`config.mk`:
```
export PLATFORM = sky130hd
export DESIGN_NAME = ipc_request_header_parser_unit
export DESIGN_NICKNAME = d
export VERILOG_FILES = /design/src/rtl/ihp_pkg.sv /design/src/rtl/ihp_in_reg.sv /design/src/rtl/ihp_parse.sv /design/src/rtl/ihp_out_reg.sv /design/src/rtl/ipc_request_header_parser_unit.sv
export SDC_FILE = /design/constraint.sdc
export NUM_CORES = 1
export LEC_CHECK = 0
export BUFFER_PORTS_ARGS = -buffer_cell sky130_fd_sc_hd__buf_2
export CAP_MARGIN = 10
export CORE_AREA = 2 2 251 253
export CTS_BUF_LIST = sky130_fd_sc_hd__clkbuf_2 sky130_fd_sc_hd__clkbuf_4 sky130_fd_sc_hd__clkbuf_8
export CTS_CLUSTER_DIAMETER = 120
export CTS_CLUSTER_SIZE = 8
export DETAILED_ROUTE_END_ITERATION = 12
export DIE_AREA = 0 0 253 255
export GPL_ROUTABILITY_DRIVEN = 0
export PLACE_DENSITY = 0.53
export SLEW_MARGIN = 0
export SYNTH_ARGS = -nofsm -noshare
export SYNTH_HDL_FRONTEND = slang
export SYNTH_SLANG_ARGS = --single-unit
```
`constraint.sdc`:
```
create_clock -name clk -period 9.85 [get_ports clk]
set_input_delay 0.4925 -clock clk [delete_from_list [all_inputs] [get_ports clk]]
set_output_delay 0.4925 -clock clk [all_outputs]
set_load 0.005 [all_outputs]
```
`src/rtl/ihp_pkg.sv`:
```
`default_nettype none

package ihp_pkg;

	localparam int WORD_W     = 32;
	localparam int POS_W      = 28;
	localparam int SAT_W      = 9;
	localparam int TGT_W      = 10;
	localparam int OFF_W      = 10;
	localparam int PADDR_W    = 3;
	localparam int PDATA_W    = 32;
	localparam int OUT_DATA_W = 200;

	localparam logic [WORD_W-1:0] SFCI_MAGIC   = 32'h4943_4653;
	localparam logic [15:0]       TYPE_CLOSE   = 16'd2;
	localparam logic [15:0]       TYPE_REQUEST = 16'd4;
	localparam logic [7:0]        DOM_CMD_CLOSE = 8'd2;

	// Register index, taken from paddr[2].
	localparam logic REG_DOMAIN_SESSION = 1'b0;

	typedef struct packed {
		logic [WORD_W-1:0] word;
		logic              last;
	} in_item_t;

	typedef struct packed {
		logic [15:0]       msg_type;
		logic [11:0]       desc_counts;
		logic [3:0]        copy_count;
		logic [5:0]        move_count;
		logic              has_pid;
		logic [63:0]       pid;
		logic [OFF_W-1:0]  raw_offset;
		logic [OFF_W-1:0]  sfci_offset;
		logic [31:0]       domain_handle;
		logic [7:0]        domain_command;
		logic [31:0]       cmd_id;
		logic              header_ok;
	} result_t;

	// Saturates at word 511; byte_off maps every position from word 256 up to one offset.
	function automatic logic [SAT_W-1:0] pos_sat(input logic [POS_W-1:0] v);
		pos_sat = (|v[POS_W-1:SAT_W]) ? {SAT_W{1'b1}} : v[SAT_W-1:0];
	endfunction

	function automatic logic [OFF_W-1:0] byte_off(input logic [SAT_W-1:0] v);
		byte_off = v[SAT_W-1] ? {OFF_W{1'b1}} : {v[SAT_W-2:0], 2'b00};
	endfunction

endpackage

`default_nettype wire

```
`src/rtl/ihp_in_reg.sv`:
```
`default_nettype none

module ihp_in_reg (
	input  logic             clk,
	input  logic             arst_n,
	input  logic             in_valid,
	output logic             in_ready,
	input  ihp_pkg::in_item_t in_item,
	input  logic             advance,
	output logic             s1_valid,
	output ihp_pkg::in_item_t s1_item
);
	import ihp_pkg::*;

	logic     valid_s1;
	in_item_t item_s1;

	assign in_ready = !valid_s1 || advance;
	assign s1_valid = valid_s1;
	assign s1_item  = item_s1;

	always_ff @(posedge clk or negedge arst_n) begin
		if (!arst_n) begin
			valid_s1 <= 1'b0;
		end else if (in_ready) begin
			valid_s1 <= in_valid;
		end
	end

	always_ff @(posedge clk) begin
		if (in_ready && in_valid) begin
			item_s1 <= in_item;
		end
	end

endmodule

`default_nettype wire

```
`src/rtl/ihp_parse.sv`:
```
`default_nettype none

module ihp_parse #(
	parameter int MSG_WORDS = 64
) (
	input  logic              clk,
	input  logic              arst_n,
	input  logic              step,
	input  ihp_pkg::in_item_t item,
	input  logic              domain_session,
	output logic              res_valid,
	output ihp_pkg::result_t  res
);
	import ihp_pkg::*;

	localparam int IDX_W = $clog2(MSG_WORDS);

	typedef enum logic [3:0] {
		PH_HDR0, PH_HDR1, PH_HD, PH_PIDLO, PH_PIDHI,
		PH_DOM0, PH_DOM1, PH_MAGIC, PH_CMD, PH_DONE
	} phase_t;

	phase_t             phase_q, phase_n;
	logic [IDX_W-1:0]   idx_q;
	logic [TGT_W-1:0]   tgt_q, tgt_n;
	logic               given_q, dom_used_q, dom_used_n, magic_q, magic_n;
	logic [27:0]        hdr_q, hdr_n;
	logic [WORD_W-1:0]  hd_q, hd_n;
	logic [63:0]        pid_q, pid_n;
	logic [7:0]         dcmd_q, dcmd_n;
	logic [31:0]        dhandle_q, dhandle_n;
	logic [SAT_W-1:0]   raw_q, raw_n, sfci_q, sfci_n;

	logic [WORD_W-1:0]  w;
	logic               match, at_end, cmd_emit, ok;
	logic [WORD_W-1:0]  plan_hd;
	logic [2:0]         plan_base;
	logic [3:0]         cnt_x, cnt_a, cnt_b;
	logic [POS_W-1:0]   raw_full, aligned_full, aligned, sfci_full;
	logic               dom_plan;

	assign w      = item.word;
	assign match  = (phase_q != PH_DONE) && (TGT_W'(idx_q) == tgt_q);
	assign at_end = item.last || (idx_q == IDX_W'(MSG_WORDS - 1));

	// Layout of the descriptor area, shared by the three phases that can end the header.
	assign plan_hd = (phase_q == PH_HD) ? w : hd_q;
	assign cnt_x   = hdr_q[19:16];
	assign cnt_a   = hdr_q[23:20];
	assign cnt_b   = hdr_q[27:24];

	always_comb begin
		priority if (phase_q == PH_HDR1) begin
			plan_base = 3'd2;
		end else if (phase_q == PH_HD) begin
			plan_base = 3'd3;
		end else begin
			plan_base = 3'd5;
		end
	end

	assign raw_full = POS_W'(plan_base) + POS_W'(plan_hd[4:1]) + POS_W'(plan_hd[31:5])
		+ POS_W'({cnt_x, 1'b0}) + POS_W'(cnt_a) + POS_W'({cnt_a, 1'b0})
		+ POS_W'(cnt_b) + POS_W'({cnt_b, 1'b0});
	assign aligned_full = raw_full + POS_W'(3);
	assign aligned      = {aligned_full[POS_W-1:2], 2'b00};
	assign dom_plan     = domain_session && (hdr_q[15:0] == TYPE_REQUEST);
	assign sfci_full    = aligned + (dom_plan ? POS_W'(4) : POS_W'(0));

	always_comb begin
		phase_n    = phase_q;
		tgt_n      = tgt_q;
		dom_used_n = dom_used_q;
		magic_n    = magic_q;
		hdr_n      = hdr_q;
		hd_n       = hd_q;
		pid_n      = pid_q;
		dcmd_n     = dcmd_q;
		dhandle_n  = dhandle_q;
		raw_n      = raw_q;
		sfci_n     = sfci_q;
		cmd_emit   = 1'b0;
		ok         = 1'b0;
		if (match) begin
			unique case (phase_q)
				PH_HDR0: begin
					hdr_n   = w[27:0];
					phase_n = PH_HDR1;
					tgt_n   = TGT_W'(1);
				end
				PH_HDR1, PH_HD, PH_PIDHI: begin
					if (phase_q == PH_HDR1 && w[31]) begin
						phase_n = PH_HD;
						tgt_n   = TGT_W'(2);
					end else if (phase_q == PH_HD && w[0]) begin
						hd_n    = w;
						phase_n = PH_PIDLO;
						tgt_n   = TGT_W'(3);
					end else begin
						if (phase_q == PH_HD) begin
							hd_n = w;
						end
						if (phase_q == PH_PIDHI) begin
							pid_n[63:32] = w;
						end
						raw_n      = pos_sat(raw_full);
						sfci_n     = pos_sat(sfci_full);
						tgt_n      = TGT_W'(pos_sat(aligned));
						dom_used_n = dom_plan;
						phase_n    = dom_plan ? PH_DOM0 : PH_MAGIC;
					end
				end
				PH_PIDLO: begin
					pid_n   = {32'd0, w};
					phase_n = PH_PIDHI;
					tgt_n   = TGT_W'(4);
				end
				PH_DOM0: begin
					dcmd_n  = w[7:0];
					phase_n = PH_DOM1;
					tgt_n   = tgt_q + TGT_W'(1);
				end
				PH_DOM1: begin
					dhandle_n = w;
					phase_n   = PH_MAGIC;
					tgt_n     = TGT_W'(sfci_q);
				end
				PH_MAGIC: begin
					magic_n = (w == SFCI_MAGIC);
					phase_n = PH_CMD;
					tgt_n   = TGT_W'(sfci_q) + TGT_W'(2);
				end
				PH_CMD: begin
					cmd_emit = 1'b1;
					ok       = magic_q || (hdr_q[15:0] == TYPE_CLOSE)
						|| (dom_used_q && (dcmd_q == DOM_CMD_CLOSE));
					phase_n  = PH_DONE;
				end
				PH_DONE: begin
				end
				default: begin
				end
			endcase
		end
	end

	assign res_valid = cmd_emit || (at_end && !given_q);

	always_comb begin
		res.msg_type       = hdr_n[15:0];
		res.desc_counts    = hdr_n[27:16];
		res.copy_count     = hd_n[4:1];
		res.move_count     = (|hd_n[31:11]) ? 6'd63 : hd_n[10:5];
		res.has_pid        = hd_n[0];
		res.pid            = pid_n;
		res.raw_offset     = byte_off(raw_n);
		res.sfci_offset    = byte_off(sfci_n);
		res.domain_handle  = dhandle_n;
		res.domain_command = dcmd_n;
		res.cmd_id         = cmd_emit ? w : 32'd0;
		res.header_ok      = ok;
	end

	always_ff @(posedge clk or negedge arst_n) begin
		if (!arst_n) begin
			phase_q    <= PH_HDR0;
			idx_q      <= '0;
			tgt_q      <= '0;
			given_q    <= 1'b0;
			dom_used_q <= 1'b0;
			magic_q    <= 1'b0;
			hdr_q      <= '0;
			hd_q       <= '0;
			pid_q      <= '0;
			dcmd_q     <= '0;
			dhandle_q  <= '0;
			raw_q      <= '0;
			sfci_q     <= '0;
		end else if (step) begin
			if (at_end) begin
				phase_q    <= PH_HDR0;
				idx_q      <= '0;
				tgt_q      <= '0;
				given_q    <= 1'b0;
				dom_used_q <= 1'b0;
				magic_q    <= 1'b0;
				hdr_q      <= '0;
				hd_q       <= '0;
				pid_q      <= '0;
				dcmd_q     <= '0;
				dhandle_q  <= '0;
				raw_q      <= '0;
				sfci_q     <= '0;
			end else begin
				phase_q    <= phase_n;
				idx_q      <= idx_q + IDX_W'(1);
				tgt_q      <= tgt_n;
				given_q    <= given_q || cmd_emit;
				dom_used_q <= dom_used_n;
				magic_q    <= magic_n;
				hdr_q      <= hdr_n;
				hd_q       <= hd_n;
				pid_q      <= pid_n;
				dcmd_q     <= dcmd_n;
				dhandle_q  <= dhandle_n;
				raw_q      <= raw_n;
				sfci_q     <= sfci_n;
			end
		end
	end

endmodule

`default_nettype wire

```
`src/rtl/ihp_out_reg.sv`:
```
`default_nettype none

module ihp_out_reg (
	input  logic             clk,
	input  logic             arst_n,
	input  logic             load,
	input  ihp_pkg::result_t load_data,
	output logic             free,
	output logic             out_valid,
	input  logic             out_ready,
	output ihp_pkg::result_t out_data
);
	import ihp_pkg::*;

	logic    valid_q;
	result_t data_q;

	assign free      = !valid_q || out_ready;
	assign out_valid = valid_q;
	assign out_data  = data_q;

	always_ff @(posedge clk or negedge arst_n) begin
		if (!arst_n) begin
			valid_q <= 1'b0;
		end else if (free) begin
			valid_q <= load;
		end
	end

	always_ff @(posedge clk) begin
		if (free && load) begin
			data_q <= load_data;
		end
	end

endmodule

`default_nettype wire

```
`src/rtl/ipc_request_header_parser_unit.sv`:
```
`default_nettype none

// Channel   | Direction | Signals                              | Carries
// ----------+-----------+--------------------------------------+--------------------------------
// s_*       | in        | s_tvalid s_tready s_tdata s_tlast    | one message word per request
// m_*       | out       | m_tvalid m_tready m_tdata m_tuser    | one parse result per message
// apb       | in/out    | psel penable pwrite paddr pwdata ... | domain_session register at 0x0
//
// A word is parsed straight out of the input register once the output register is free; a
// result is loaded into the output register as its last relevant word is parsed.
// A new word is taken every cycle while the output register is empty or being drained.
// A stalled output register holds the word in the input register and drops s_tready.
// Reset clears the parse state, both valid flags and domain_session; no clearing pass.

module ipc_request_header_parser_unit #(
	parameter int MSG_WORDS = 64
) (
	input  logic                             clk,
	input  logic                             arst_n,
	input  logic                             s_tvalid,
	output logic                             s_tready,
	input  logic [31:0]                      s_tdata,  // msg_word
	input  logic                             s_tlast,
	output logic                             m_tvalid,
	input  logic                             m_tready,
	// msg_type, desc_counts, copy_count, move_count, has_pid, pid, raw_offset,
	// sfci_offset, domain_handle, domain_command, cmd_id, zero fill
	output logic [ihp_pkg::OUT_DATA_W-1:0]   m_tdata,
	output logic                             m_tuser,  // header_ok
	input  logic                             psel,
	input  logic                             penable,
	input  logic                             pwrite,
	input  logic [ihp_pkg::PADDR_W-1:0]      paddr,
	input  logic [ihp_pkg::PDATA_W-1:0]      pwdata,
	output logic [ihp_pkg::PDATA_W-1:0]      prdata,
	output logic                             pready
);
	import ihp_pkg::*;

	logic     domain_session_q;
	logic     s1_valid, advance, out_free, res_valid;
	in_item_t in_item, s1_item;
	result_t  res, out_res;

	assign pready = 1'b1;
	assign prdata = (paddr[2] == REG_DOMAIN_SESSION) ? PDATA_W'(domain_session_q) : '0;

	always_ff @(posedge clk or negedge arst_n) begin
		if (!arst_n) begin
			domain_session_q <= 1'b0;
		end else if (psel && penable && pwrite && pready
				&& paddr[2] == REG_DOMAIN_SESSION) begin
			domain_session_q <= pwdata[0];
		end
	end

	assign in_item.word = s_tdata;
	assign in_item.last = s_tlast;
	assign advance      = s1_valid && out_free;

	ihp_in_reg u_in_reg (
		.clk      (clk),
		.arst_n   (arst_n),
		.in_valid (s_tvalid),
		.in_ready (s_tready),
		.in_item  (in_item),
		.advance  (advance),
		.s1_valid (s1_valid),
		.s1_item  (s1_item)
	);

	ihp_parse #(
		.MSG_WORDS (MSG_WORDS)
	) u_parse (
		.clk            (clk),
		.arst_n         (arst_n),
		.step           (advance),
		.item           (s1_item),
		.domain_session (domain_session_q),
		.res_valid      (res_valid),
		.res            (res)
	);

	ihp_out_reg u_out_reg (
		.clk       (clk),
		.arst_n    (arst_n),
		.load      (advance && res_valid),
		.load_data (res),
		.free      (out_free),
		.out_valid (m_tvalid),
		.out_ready (m_tready),
		.out_data  (out_res)
	);

	assign m_tdata = {5'd0, out_res.cmd_id, out_res.domain_command, out_res.domain_handle,
		out_res.sfci_offset, out_res.raw_offset, out_res.pid, out_res.has_pid,
		out_res.move_count, out_res.copy_count, out_res.desc_counts, out_res.msg_type};
	assign m_tuser = out_res.header_ok;

endmodule

`default_nettype wire

```
# After elaboration in Yosys (flattened, before gate mapping)

Index checks and enable logic that the tools add are counted.

Bitwise logic cells: 1
Divide/modulo/power cells: 0
Shift-type cells: 0
Order comparisons: 0
Multipliers: 0
Reduce and logical (&&, ||, !) cells: 39
Muxes and demuxes: 64
Eq/ne operators: 17
Add/subtract/negate cells: 12

Operators by type and width:

| cell                    | count |
|---|---|
| $mux W32                | 13 |
| $mux W64                | 2 |
| $mux W9                 | 14 |
| $add A28 B5 Y28         | 3 |
| $mux W28                | 3 |
| $pmux W32 S2            | 1 |
| $pmux W10 S6            | 1 |
| $reduce_or A19 Y1       | 3 |
| $add A28 B4 Y28         | 2 |
| $eq A32 B31 Y1 const B  | 1 |
| $mux W10                | 3 |
| $add A28 B2 Y28 const B | 1 |
| $add A28 B27 Y28        | 1 |
| $add A28 B28 Y28        | 1 |
| $pmux W4 S7             | 1 |
| $mux W8                 | 3 |
| $reduce_or A21 Y1       | 1 |
| $eq A16 B2 Y1 const B   | 1 |
| $eq A16 B3 Y1 const B   | 1 |
| $eq A4 B3 Y1 const B    | 4 |
| $mux W4                 | 4 |
| $logic_and A1 B1 Y1     | 13 |
| $mux W1                 | 12 |
| $add A10 B1 Y10 const B | 1 |
| other kinds (25)        | 43 |

Output and inout port bits: 236
Memories: 0
RAM bits: 0
Logic and storage cells: 165
Bits in latches: 0
Input port bits: 75
Memory bits (read-only): 0
Flip-flop bits (word level): 437

# Longest topological paths before layout

Gate-level depths: netlist (run 1).

Depth after elaboration: 19
Gate-level depth with buffers: 36
Gate-level depth less buffers: 29

# Cells and area by module

A second synthesis (run 1) with hierarchy kept.

Cells, all modules: 1,878
Area total of the unflattened synthesis: 21,466.8 sq um

Modules (own cells, without submodules):

| module                         | area each (sq um) | cells an instance | times used | sequential area each (sq um) |
|---|---|---|---|---|
| ihp_parse                      | 14,131.1          | 1,596             | 1          | 5,129.9 |
| ihp_out_reg                    | 5,939.4           | 200               | 1          | 5,910.7 |
| ihp_in_reg                     | 1,044.8           | 37                | 1          | 1,016.0 |
| ipc_request_header_parser_unit | 351.6             | 45                | 1          | 25.0 |

# Least setup slack after synthesis (run 1)

OpenSTA, ideal clock, no wires.

Path type: register to register
Start point: reg u_parse.tgt_q[8]
End point: reg u_out_reg.data_q, in the netlist u_out_reg.out_data[0], enable pin
Path buffers: 1
Arrival: 10.077 ns
Setup slack: -0.977 ns
Stages on the path, launching flop included: 8
Clock period less this slack: 10.827 ns
Library setup time: 0.750 ns
Required time: 9.100 ns
Cell sequence: dfrtp_1 > nor4_1 > nand2_1 > nor4_1 > and3_1 > clkbuf_1 > nor2_1 > nor2_1

Longest elaborated chain between the ends: 6

Ends and longest elaborated chain:

| element                | RTL line                             | text |
|---|---|---|
| from (decl)            | ihp_parse.sv:25                      | `logic [TGT_W-1:0] tgt_q, tgt_n;` |
| from (signal assigned) | ihp_parse.sv:197                     | `tgt_q <= tgt_n;` |
| $eq A6 B10 Y1          | ihp_parse.sv:43                      | `assign match = (phase_q != PH_DONE) && (TGT_W'(idx_q) == tgt_q);` |
| $logic_and A1 B1 Y1    | ihp_parse.sv:43                      |  |
| $mux W1                | ihp_parse.sv:84                      | `if (match) begin` |
| $logic_or A1 B1 Y1     | ihp_parse.sv:147                     | `assign res_valid = cmd_emit \|\| (at_end && !given_q);` |
| $logic_and A1 B1 Y1    | ipc_request_header_parser_unit.sv:87 | `.load (advance && res_valid),` |
| $logic_and A1 B1 Y1    | ihp_out_reg.sv:31                    | `if (free && load) begin` |
| to (signal assigned)   | ihp_out_reg.sv:32                    | `data_q <= load_data;` |
| to (decl)              | ihp_out_reg.sv:16                    | `result_t data_q;` |

No other way between the ends.
A chain may end at the register's enable or synchronous reset.

# Worst setup path in the final report (run 1)

Start point: reg u_parse.phase_q[3]
End point: reg u_out_reg.data_q, in the netlist u_out_reg.out_data[78], data pin

Longest elaborated chain between the ends: 18
Elaborated cells on any way between the ends: 26
Classes of those cells: 9 x add/sub; 4 x eq/ne; 8 x mux; 5 x reduce/logical

Ends and longest elaborated chain:

| element                | RTL line         | text |
|---|---|---|
| from (decl)            | ihp_parse.sv:23  | `phase_t phase_q, phase_n;` |
| from (signal assigned) | ihp_parse.sv:195 | `phase_q <= phase_n;` |
| $eq A4 B2 Y1           | -                |  |
| $mux W3                | ihp_parse.sv:55  | `end else if (phase_q == PH_HD) begin` |
| $mux W3                | ihp_parse.sv:53  | `priority if (phase_q == PH_HDR1) begin` |
| $add A3 B4 Y5          | ihp_parse.sv:62  | `assign raw_full = POS_W'(plan_base) + POS_W'(plan_hd[4:1]) + POS_W'(plan_hd[31:5])` |
| $add A28 B27 Y28       | ihp_parse.sv:62  |  |
| $add A28 B5 Y28        | ihp_parse.sv:63  | `+ POS_W'({cnt_x, 1'b0}) + POS_W'(cnt_a) + POS_W'({cnt_a, 1'b0})` |
| $add A28 B4 Y28        | ihp_parse.sv:63  |  |
| $add A28 B5 Y28        | ihp_parse.sv:63  |  |
| (+2 left out)          | -                |  |
| $add A28 B2 Y28        | ihp_parse.sv:65  | `assign aligned_full = raw_full + POS_W'(3);` |
| $add A28 B28 Y28       | ihp_parse.sv:68  | `assign sfci_full = aligned + (dom_plan ? POS_W'(4) : POS_W'(0));` |
| $reduce_or A19 Y1      | ihp_pkg.sv:44    | `pos_sat = (\|v[POS_W-1:SAT_W]) ? {SAT_W{1'b1}} : v[SAT_W-1:0];` |
| $mux W9                | ihp_pkg.sv:44    |  |
| $mux W9                | ihp_parse.sv:95  | `end else if (phase_q == PH_HD && w[0]) begin` |
| $mux W9                | ihp_parse.sv:92  | `if (phase_q == PH_HDR1 && w[31]) begin` |
| $mux W9                | ihp_parse.sv:85  | `unique case (phase_q)` |
| $mux W9 *              | ihp_parse.sv:84  |  |

Mark *: on every way between the ends. The rest lies on a longest branch, timed or not.

==> insert_results.sql, run 1 <==
INSERT INTO impl_metrics (metric_group, metric, value, unit) VALUES
('status', 'result_of_the_run', 'complete, no violations', ''),
('finish', 'post_route_cells_drive_above_1_share', '25.9', '%'),
('clocking', 'cts_hold_repair.buffers', '32', ''),
('power', 'total_power', '6.97', 'mW'),
('worst_hold_path', 'hp-start', 's_tdata[18]', ''),
('setup_path', 'arrival', '9.41', 'ns'),
('clocking', 'cts.clk_slew.worst_paths', '0.07', 'ns'),
('placement', 'detailed_place.area', '23400', 'um^2'),
('sta', 'slew-limit-headroom', '25.0', '%'),
('synthesis', 'post_synth_instance_area', '21400', 'um^2'),
('setup_path', 'crit_path_max_incr_delay', '0.66', 'ns'),
('route', 'detail_route.wirelength', '64600', 'um'),
('clocking', 'clock_sinks', '435', ''),
('floorplan', 'top_level_ports', '311', ''),
('sta', 'final.period_utilization', '91.5', '%'),
('floorplan', 'initial_core_util', '34.5', '%'),
('route', 'detail_route.drc_violations', '0', ''),
('route', 'first_pass_iters', '5', ''),
('sta', 'setup-violations-final', '0', ''),
('worst_hold_path', 'whs_path_depth', '1', ''),
('setup_path', 'worstRegToRegCells', '27', ''),
('sta', 'achievable_clock_frequency', '0.111', 'GHz'),
('route', 'dr_total_vias', '15700', ''),
('global_route', 'first_pass_grt_wire_length', '96600', 'um'),
('sta', 'max_slew.worst_pin.slew', '1.12', 'ns'),
('clocking', 'post_cts.repair.setup_buffers', '0', ''),
('sta', 'timing_max_transition_violations_final', '0', ''),
('setup_path', 'reg2reg_launch_point', 'u_parse.phase_q[3]', ''),
('placement', 'post-dp-hpwl', '42400', 'um'),
('clocking', 'cts_root_buffer', 'sky130_fd_sc_hd__clkbuf_8', ''),
('sta', 'min_period', '9.01', 'ns'),
('setup_path', 'setup.reg_to_reg.worst_slack', '0.84', 'ns'),
('setup_path', 'worstSetupEndpointType', 'flop', ''),
('global_route', 'globalRoute.totalOverflow', '0', ''),
('setup_path', 'timing.critical_path.mode_cell', 'sky130_fd_sc_hd__fa_1', ''),
('route', 'post_detailed_route_wirelength_per_cell', '22.5', 'um'),
('synthesis', 'synth_edf_count', '227', ''),
('setup_path', 'crit_path_max_fanout', '11', ''),
('global_route', 'via_count_of_the_first_global_routing_pass', '15400', ''),
('synthesis', 'syn_inst', '1759', ''),
('synthesis', 'postSynthRegisterBits', '435', ''),
('power', 'largest_vdd_supply_drop', '0.211', 'mV'),
('sta', 'rsz0062_at_grt', 'false', ''),
('global_route', 'grt_antenna_before_repair', '1', ''),
('clocking', 'clk_path_buf_depth', '3', ''),
('clocking', 'clk-insertion-delay-late', '0.68', 'ns'),
('sta', 'timing.clock.skew', '0.0358', 'ns'),
('clocking', 'cts_htree_levels', '2', ''),
('floorplan', 'row_cnt', '92', ''),
('sta', 'fin_setup_tns', '0', 'ns'),
('synthesis', 'avg_cell_area_syn', '12.2', 'um^2'),
('floorplan', 'die_area', '64500', 'um^2'),
('finish', 'fin_area', '24900', 'um^2'),
('clocking', 'cts_resized', '0', ''),
('route', 'routed_via_density', '5.48', ''),
('synthesis', 'yosys_warnings', '0', ''),
('finish', 'design.final.nets', '2135', ''),
('setup_path', 'rr_endpoint', 'u_out_reg.out_data[78]', ''),
('power', 'power_per_cell_area', '280', 'nW/um^2'),
('placement', 'placement.io_buffers', '240', ''),
('synthesis', 'synth-main-ff-cell', 'sky130_fd_sc_hd__edfxtp_1', ''),
('sta', 'final_hold_viol_count', '0', ''),
('synthesis', 'synth-seq-area-share', '56.1', '%'),
('global_route', 'grt_start_max_net_pins', '140', ''),
('global_route', 'gr_util_all_layers', '19.5', '%'),
('clocking', 'tritoncts.num_buffers', '60', ''),
('route', 'postRouteAntennaNets', '0', ''),
('flow_run', 'timing.max_cap.violations', '0', ''),
('floorplan', 'core_area', '62200', 'um^2'),
('synthesis', 'yosys.cell_types.count', '92', ''),
('finish', 'area.growth.synth_to_final', '16.2', '%'),
('floorplan', 'die_w', '253', 'um'),
('floorplan', 'die_h', '255', 'um'),
('route', 'first_iter_violations', '1289', ''),
('clocking', 'tritoncts', 'built', ''),
('setup_path', 'critPathSlowestCell', 'sky130_fd_sc_hd__or4b_4', ''),
('synthesis', 'ys_async_sr_fraction', '47.8', '%'),
('power', 'cellLeakagePower', '10.7', 'nW'),
('setup_path', 'worst-endpoint-required', '10.25', 'ns'),
('setup_path', 'critical_path.startpoint_type', 'flop', ''),
('worst_hold_path', 'hp-class', 'primary input to flop', ''),
('setup_path', 'criticalPathCategory', 'flop to flop', ''),
('worst_hold_path', 'whs_endpoint', 'u_in_reg.s1_item[19]', '');
## cell usage after synthesis, types with 25 or more instances
cell type | count | area, um^2
sky130_fd_sc_hd__mux2i_1 | 27 | 270
sky130_fd_sc_hd__edfxtp_1 | 227 | 6820
sky130_fd_sc_hd__nor3_1 | 28 | 140
sky130_fd_sc_hd__ha_1 | 25 | 313
sky130_fd_sc_hd__nand2_1 | 124 | 465
sky130_fd_sc_hd__nor2_1 | 97 | 364
sky130_fd_sc_hd__nand3_1 | 41 | 205
sky130_fd_sc_hd__dfrtp_1 | 208 | 5200
sky130_fd_sc_hd__clkbuf_1 | 84 | 315
sky130_fd_sc_hd__xor2_1 | 26 | 228
sky130_fd_sc_hd__a22o_1 | 191 | 1670
sky130_fd_sc_hd__and2_1 | 42 | 263
sky130_fd_sc_hd__mux2_2 | 105 | 1180
sky130_fd_sc_hd__o21ai_0 | 81 | 405
sky130_fd_sc_hd__buf_4 | 40 | 300
sky130_fd_sc_hd__xnor2_1 | 32 | 280
sky130_fd_sc_hd__inv_1 | 48 | 180
sky130_fd_sc_hd__nand4_1 | 31 | 194
sky130_fd_sc_hd__a21oi_1 | 35 | 175
## worst max-delay path: cells and delay by family (launching register included)
kind	cells	cell delay [ns]
flip-flops	1	0.38
XOR/XNOR	2	0.53
multiplexers	2	0.49
AND/OR/NAND/NOR	6	2.68
AO/OA/AOI/OAI	5	1.10
adder cells (fa/ha/maj)	8	3.30
buffers and inverters	4	0.25
## area by class of cell
cell class | instances | area [um^2]
Timing Repair Buffer | 306 | 1800
Inverter | 48 | 180
Clock inverter | 4 | 46.3
Fill cell | 5994 | 37300
Antenna cell | 1 | 2.50
Clock buffer | 107 | 1180
Sequential cell | 435 | 12000
Tap cell | 799 | 1000
Multi-Input combinational cell | 1164 | 8670
## worst max path at each step
stage                                   from                     end  slack (ns)  cells after the start
final                     u_parse.phase_q[3]  u_out_reg.out_data[78]        0.84                     27
after global routing      u_parse.phase_q[3]       u_parse.sfci_q[7]        0.28                     27
after CTS                 u_parse.phase_q[3]  u_out_reg.out_data[78]        0.85                     27
after detailed placement  u_parse.phase_q[3]  u_out_reg.out_data[78]        0.90                     27
after global placement    u_parse.phase_q[3]  u_out_reg.out_data[75]        1.03                     26
after floorplan           u_parse.phase_q[3]  u_out_reg.out_data[81]        0.85                     32
## flip-flops by register name, indices dropped and copies added, names as in the netlist, 4 cells and up
signal / count
u_out_reg.out_data: 194
u_parse.pid_q: 64
u_in_reg.s1_item: 33
u_parse.dhandle_q: 32
u_parse.hd_q: 32
u_parse.hdr_q: 28
u_parse.tgt_q: 10
u_parse.raw_q: 9
u_parse.sfci_q: 9
u_parse.dcmd_q: 8
u_parse.idx_q: 6
u_parse.phase_q: 4
## layer usage
metal	track usage [%]	vias to the layer above	routed length [um]
li1	-	7042	-
met5	0	-	0
met2	31.4	569	30600
met4	5.16	0	1350
met1	27.0	7978	28300
met3	3.84	103	4390
## power breakdown
group | switching, mW | total, mW | internal (mW)
logic | 1.91 | 3.04 | 1.13
registers | 0.212 | 2.48 | 2.26
clock network | 0.705 | 1.46 | 0.751
## through the flow
step	instances	util, %	setup slack [ns]	hold slack [ns]
finish	2864	40.1	0.838	0.0403
global route	2863	40.1	0.284	0.0133
CTS	2863	40.1	0.852	0.00349
detailed placement	2720	37.6	0.903	0.481
global placement	2720	37.6	1.03	0.474
floorplan	1794	-	0.855	0.197
## cells in the final DEF, fill, tap and decap left out, types with 41 or more instances in the layout
cell and n:
sky130_fd_sc_hd__buf_2 239, sky130_fd_sc_hd__edfxtp_1 227, sky130_fd_sc_hd__dfrtp_1 208, sky130_fd_sc_hd__a22o_1 191, sky130_fd_sc_hd__nand2_1 123, sky130_fd_sc_hd__mux2_2 105, sky130_fd_sc_hd__nor2_1 95, sky130_fd_sc_hd__o21ai_0 81
sky130_fd_sc_hd__clkbuf_8 61, sky130_fd_sc_hd__inv_1 48, sky130_fd_sc_hd__clkbuf_4 46, sky130_fd_sc_hd__and2_1 42, sky130_fd_sc_hd__nand3_1 41
## kinds of logic after synthesis
| group | count (synthesis) | share of synthesized area (%) |
|---|---|---|
| simple gates | 478 | 12.0 |
| flops | 435 | 56.1 |
| compound gates | 408 | 14.6 |
| buf+inv | 195 | 4.25 |
| mux | 135 | 7.09 |
| xor+xnor | 61 | 2.60 |
| fa+ha+maj | 45 | 3.33 |
| other cells | 2 | 0.0350 |
Note: power is estimated with default switching activity, not from simulation.
==> run 2, diff against run 1 <==
--- a/config.mk
+++ b/config.mk
@@ -7,6 +7,8 @@
 export LEC_CHECK = 0
 export BUFFER_PORTS_ARGS = -buffer_cell sky130_fd_sc_hd__buf_2
 export CAP_MARGIN = 10
+export CELL_PAD_IN_SITES_DETAIL_PLACEMENT = 0
+export CELL_PAD_IN_SITES_GLOBAL_PLACEMENT = 1
 export CORE_AREA = 2 2 251 253
 export CTS_BUF_LIST = sky130_fd_sc_hd__clkbuf_2 sky130_fd_sc_hd__clkbuf_4 sky130_fd_sc_hd__clkbuf_8
 export CTS_CLUSTER_DIAMETER = 120
@@ -14,7 +16,7 @@
 export DETAILED_ROUTE_END_ITERATION = 12
 export DIE_AREA = 0 0 253 255
 export GPL_ROUTABILITY_DRIVEN = 0
-export PLACE_DENSITY = 0.53
+export PLACE_DENSITY = 0.63
 export SLEW_MARGIN = 0
 export SYNTH_ARGS = -nofsm -noshare
 export SYNTH_HDL_FRONTEND = slang
==> run 2 against run 1 <==
Net effect: clock skew is 0.013 ns higher; non-clock buffer count fell by 1; worst hold slack got worse by 0.010 ns; critical endpoint is now u_out_reg.out_data[82].
==> insert_results.sql, run 2 (synthesized netlist as in run 1, its figures left out) <==
INSERT INTO impl_metrics (metric_group, metric, value, unit) VALUES
('placement', 'placement.io_buffers', '240', ''),
('sta', 'achievable_clock_frequency', '0.109', 'GHz'),
('sta', 'rsz0062_at_grt', 'false', ''),
('floorplan', 'die_h', '255', 'um'),
('route', 'detail_route.wirelength', '65200', 'um'),
('floorplan', 'die_area', '64500', 'um^2'),
('finish', 'fin_area', '24900', 'um^2'),
('floorplan', 'row_cnt', '92', ''),
('worst_hold_path', 'hp-class', 'primary input to flop', ''),
('setup_path', 'critical_path.startpoint_type', 'flop', ''),
('clocking', 'cts_root_buffer', 'sky130_fd_sc_hd__clkbuf_8', ''),
('route', 'dr_total_vias', '15600', ''),
('status', 'result_of_the_run', 'complete, no violations', ''),
('power', 'largest_vdd_supply_drop', '0.288', 'mV'),
('sta', 'final.period_utilization', '93.1', '%'),
('finish', 'layout.core_utilization', '40.1', '%'),
('finish', 'mostFrequentLayoutCells', 'sky130_fd_sc_hd__buf_2, sky130_fd_sc_hd__edfxtp_1, sky130_fd_sc_hd__dfrtp_1', ''),
('clocking', 'cts.clk_slew.worst_paths', '0.07', 'ns'),
('sta', 'setup-violations-final', '0', ''),
('floorplan', 'top_level_ports', '311', ''),
('finish', 'largest_reg_flops', '194', ''),
('setup_path', 'critical_path.startpoint', 'u_parse.phase_q[0]', ''),
('clocking', 'tritoncts', 'built', ''),
('route', 'post_detailed_route_wirelength_per_cell', '22.8', 'um'),
('placement', 'detailed_place.area', '23400', 'um^2'),
('finish', 'number_of_non_filler_instances_in_the_completed_layout', '2862', ''),
('sta', 'min_period', '9.17', 'ns'),
('setup_path', 'rr_endpoint', 'u_out_reg.out_data[82]', ''),
('route', 'detail_route.drc_violations', '0', ''),
('placement', 'post-dp-hpwl', '42700', 'um'),
('power', 'power_per_cell_area', '282', 'nW/um^2'),
('power', 'total_power', '7.03', 'mW'),
('placement', 'placed_cells', '2721', ''),
('clocking', 'clk_path_buf_depth', '3', ''),
('setup_path', 'worstSetupEndpointType', 'flop', ''),
('route', 'first_pass_iters', '5', ''),
('setup_path', 'arrival', '9.57', 'ns'),
('sta', 'timing_max_transition_violations_final', '0', ''),
('route', 'first_iter_violations', '1261', ''),
('clocking', 'clock_sinks', '435', ''),
('sta', 'final_hold_viol_count', '0', ''),
('finish', 'area.growth.synth_to_final', '16.2', '%'),
('clocking', 'cts_htree_levels', '2', ''),
('worst_hold_path', 'whs_path_depth', '1', ''),
('global_route', 'first_pass_grt_wire_length', '96800', 'um'),
('global_route', 'grt_start_max_net_pins', '148', ''),
('route', 'routed_via_density', '5.45', ''),
('finish', 'design.final.nets', '2134', ''),
('floorplan', 'core_area', '62200', 'um^2'),
('setup_path', 'worstRegToRegCells', '25', ''),
('sta', 'fin_setup_tns', '0', 'ns'),
('global_route', 'grt_antenna_before_repair', '3', ''),
('setup_path', 'critical_path.endpoint', 'u_out_reg.out_data[82]', ''),
('setup_path', 'crit_path_max_fanout', '9', ''),
('route', 'postRouteAntennaNets', '0', ''),
('floorplan', 'initial_core_util', '34.5', '%'),
('global_route', 'via_count_of_the_first_global_routing_pass', '15200', ''),
('clocking', 'clk-insertion-delay-late', '0.69', 'ns'),
('setup_path', 'reg2reg_launch_point', 'u_parse.phase_q[0]', ''),
('global_route', 'globalRoute.totalOverflow', '0', ''),
('global_route', 'gr_util_all_layers', '19.7', '%'),
('sta', 'slew-limit-headroom', '24.6', '%'),
('sta', 'timing.clock.skew', '0.0483', 'ns'),
('sta', 'max_slew.worst_pin.slew', '1.13', 'ns'),
('setup_path', 'criticalPathCategory', 'flop to flop', ''),
('power', 'cellLeakagePower', '10.7', 'nW'),
('setup_path', 'setup.reg_to_reg.worst_slack', '0.68', 'ns'),
('flow_run', 'timing.max_cap.violations', '0', ''),
('setup_path', 'worst-endpoint-required', '10.25', 'ns'),
('finish', 'layout_commonest_cell', 'sky130_fd_sc_hd__buf_2', ''),
('finish', 'post_route_cells_drive_above_1_share', '25.9', '%'),
('clocking', 'tritoncts.num_buffers', '60', ''),
('floorplan', 'die_w', '253', 'um');
## run 2: cell count changes in the layout (fill, tap and decap cells not counted), sizes merged
| cell | before | now |
|---|---|---|
| clkinvlp | 0 | 1 |
| buf | 274 | 275 |
| clkinv | 3 | 1 |
| dlygate4sd3 | 32 | 30 |
| bufinv | 0 | 1 |
| clkbuf | 107 | 106 |
## run 2: layer usage
metal  track usage (%)  share of wire (%)  vias to the layer above  wire, um
li1                  -                  -                     7028         -
met1              27.5                 45                     7947     29400
met2              31.0                 46                      517     30300
met3              3.66                5.9                      100      3820
met4              6.27                2.6                        0      1690
met5                 0                  0                        -         0
## run 2: worst min-delay path by stage
stage | startpoint | end
2_1_floorplan | arst_n | domain_session_q
3_3_place_gp | u_parse.raw_q[5] | u_parse.raw_q[5]
4_1_cts | s_tdata[16] | u_in_reg.s1_item[17]
6_report | s_tdata[19] | u_in_reg.s1_item[20]
3_5_place_dp | u_parse.raw_q[8] | u_parse.raw_q[8]
5_1_grt | s_tdata[16] | u_in_reg.s1_item[17]
## run 2: layout make-up
| cell class | count | area [um^2] |
|---|---|---|
| Antenna cell | 1 | 2.50 |
| Clock buffer | 106 | 1170 |
| Clock inverter | 4 | 70.1 |
| Fill cell | 5963 | 37300 |
| Inverter | 48 | 180 |
| Multi-Input combinational cell | 1164 | 8670 |
| Sequential cell | 435 | 12000 |
| Tap cell | 799 | 1000 |
| Timing Repair Buffer | 305 | 1790 |
## run 2: repair_timing
action / 4_1_cts / 5_1_grt
hold endpoints to repair: 100 / 0
setup buffers: 0 / 0
hold buffers: 30 / 0
resized for setup: 0 / 0
## run 2: where the power goes
part	total (mW)	switching (mW)	internal (mW)
clock	1.48	0.711	0.769
sequential	2.47	0.207	2.26
combinational	3.08	1.93	1.14
## run 2: per-stage QoR
stage          setup slack [ns]  hold WS (ns)
3_5_place_dp              0.686         0.480
5_1_grt                 0.00731       0.00917
4_1_cts                   0.668      0.000488
3_3_place_gp              0.879         0.474
2_1_floorplan             0.855         0.197
6_report                  0.676        0.0301
## run 2: worst max-delay path, cell delays in order, from the launching register on
cell                        delay [ns]
sky130_fd_sc_hd__dfrtp_1          0.51
sky130_fd_sc_hd__or4b_4           0.59
sky130_fd_sc_hd__mux2i_1          0.33
sky130_fd_sc_hd__inv_1            0.08
sky130_fd_sc_hd__ha_1             0.27
sky130_fd_sc_hd__a21o_1           0.18
sky130_fd_sc_hd__a21oi_1          0.17
sky130_fd_sc_hd__xor2_1           0.28
sky130_fd_sc_hd__fa_1             0.46
sky130_fd_sc_hd__inv_1            0.09
sky130_fd_sc_hd__fa_1             0.41
sky130_fd_sc_hd__fa_1             0.53
sky130_fd_sc_hd__fa_1             0.54
sky130_fd_sc_hd__inv_1            0.08
sky130_fd_sc_hd__ha_1             0.32
sky130_fd_sc_hd__a211oi_1         0.10
sky130_fd_sc_hd__nor4_1           0.82
sky130_fd_sc_hd__nor2_1           0.29
sky130_fd_sc_hd__nor4_1           0.35
sky130_fd_sc_hd__nor3_1           0.13
sky130_fd_sc_hd__nor2_1           0.62
sky130_fd_sc_hd__nand4_2          0.29
sky130_fd_sc_hd__a2111oi_0        0.50
sky130_fd_sc_hd__mux2i_1          0.31
sky130_fd_sc_hd__nor3_4           0.48
sky130_fd_sc_hd__o211ai_1         0.15
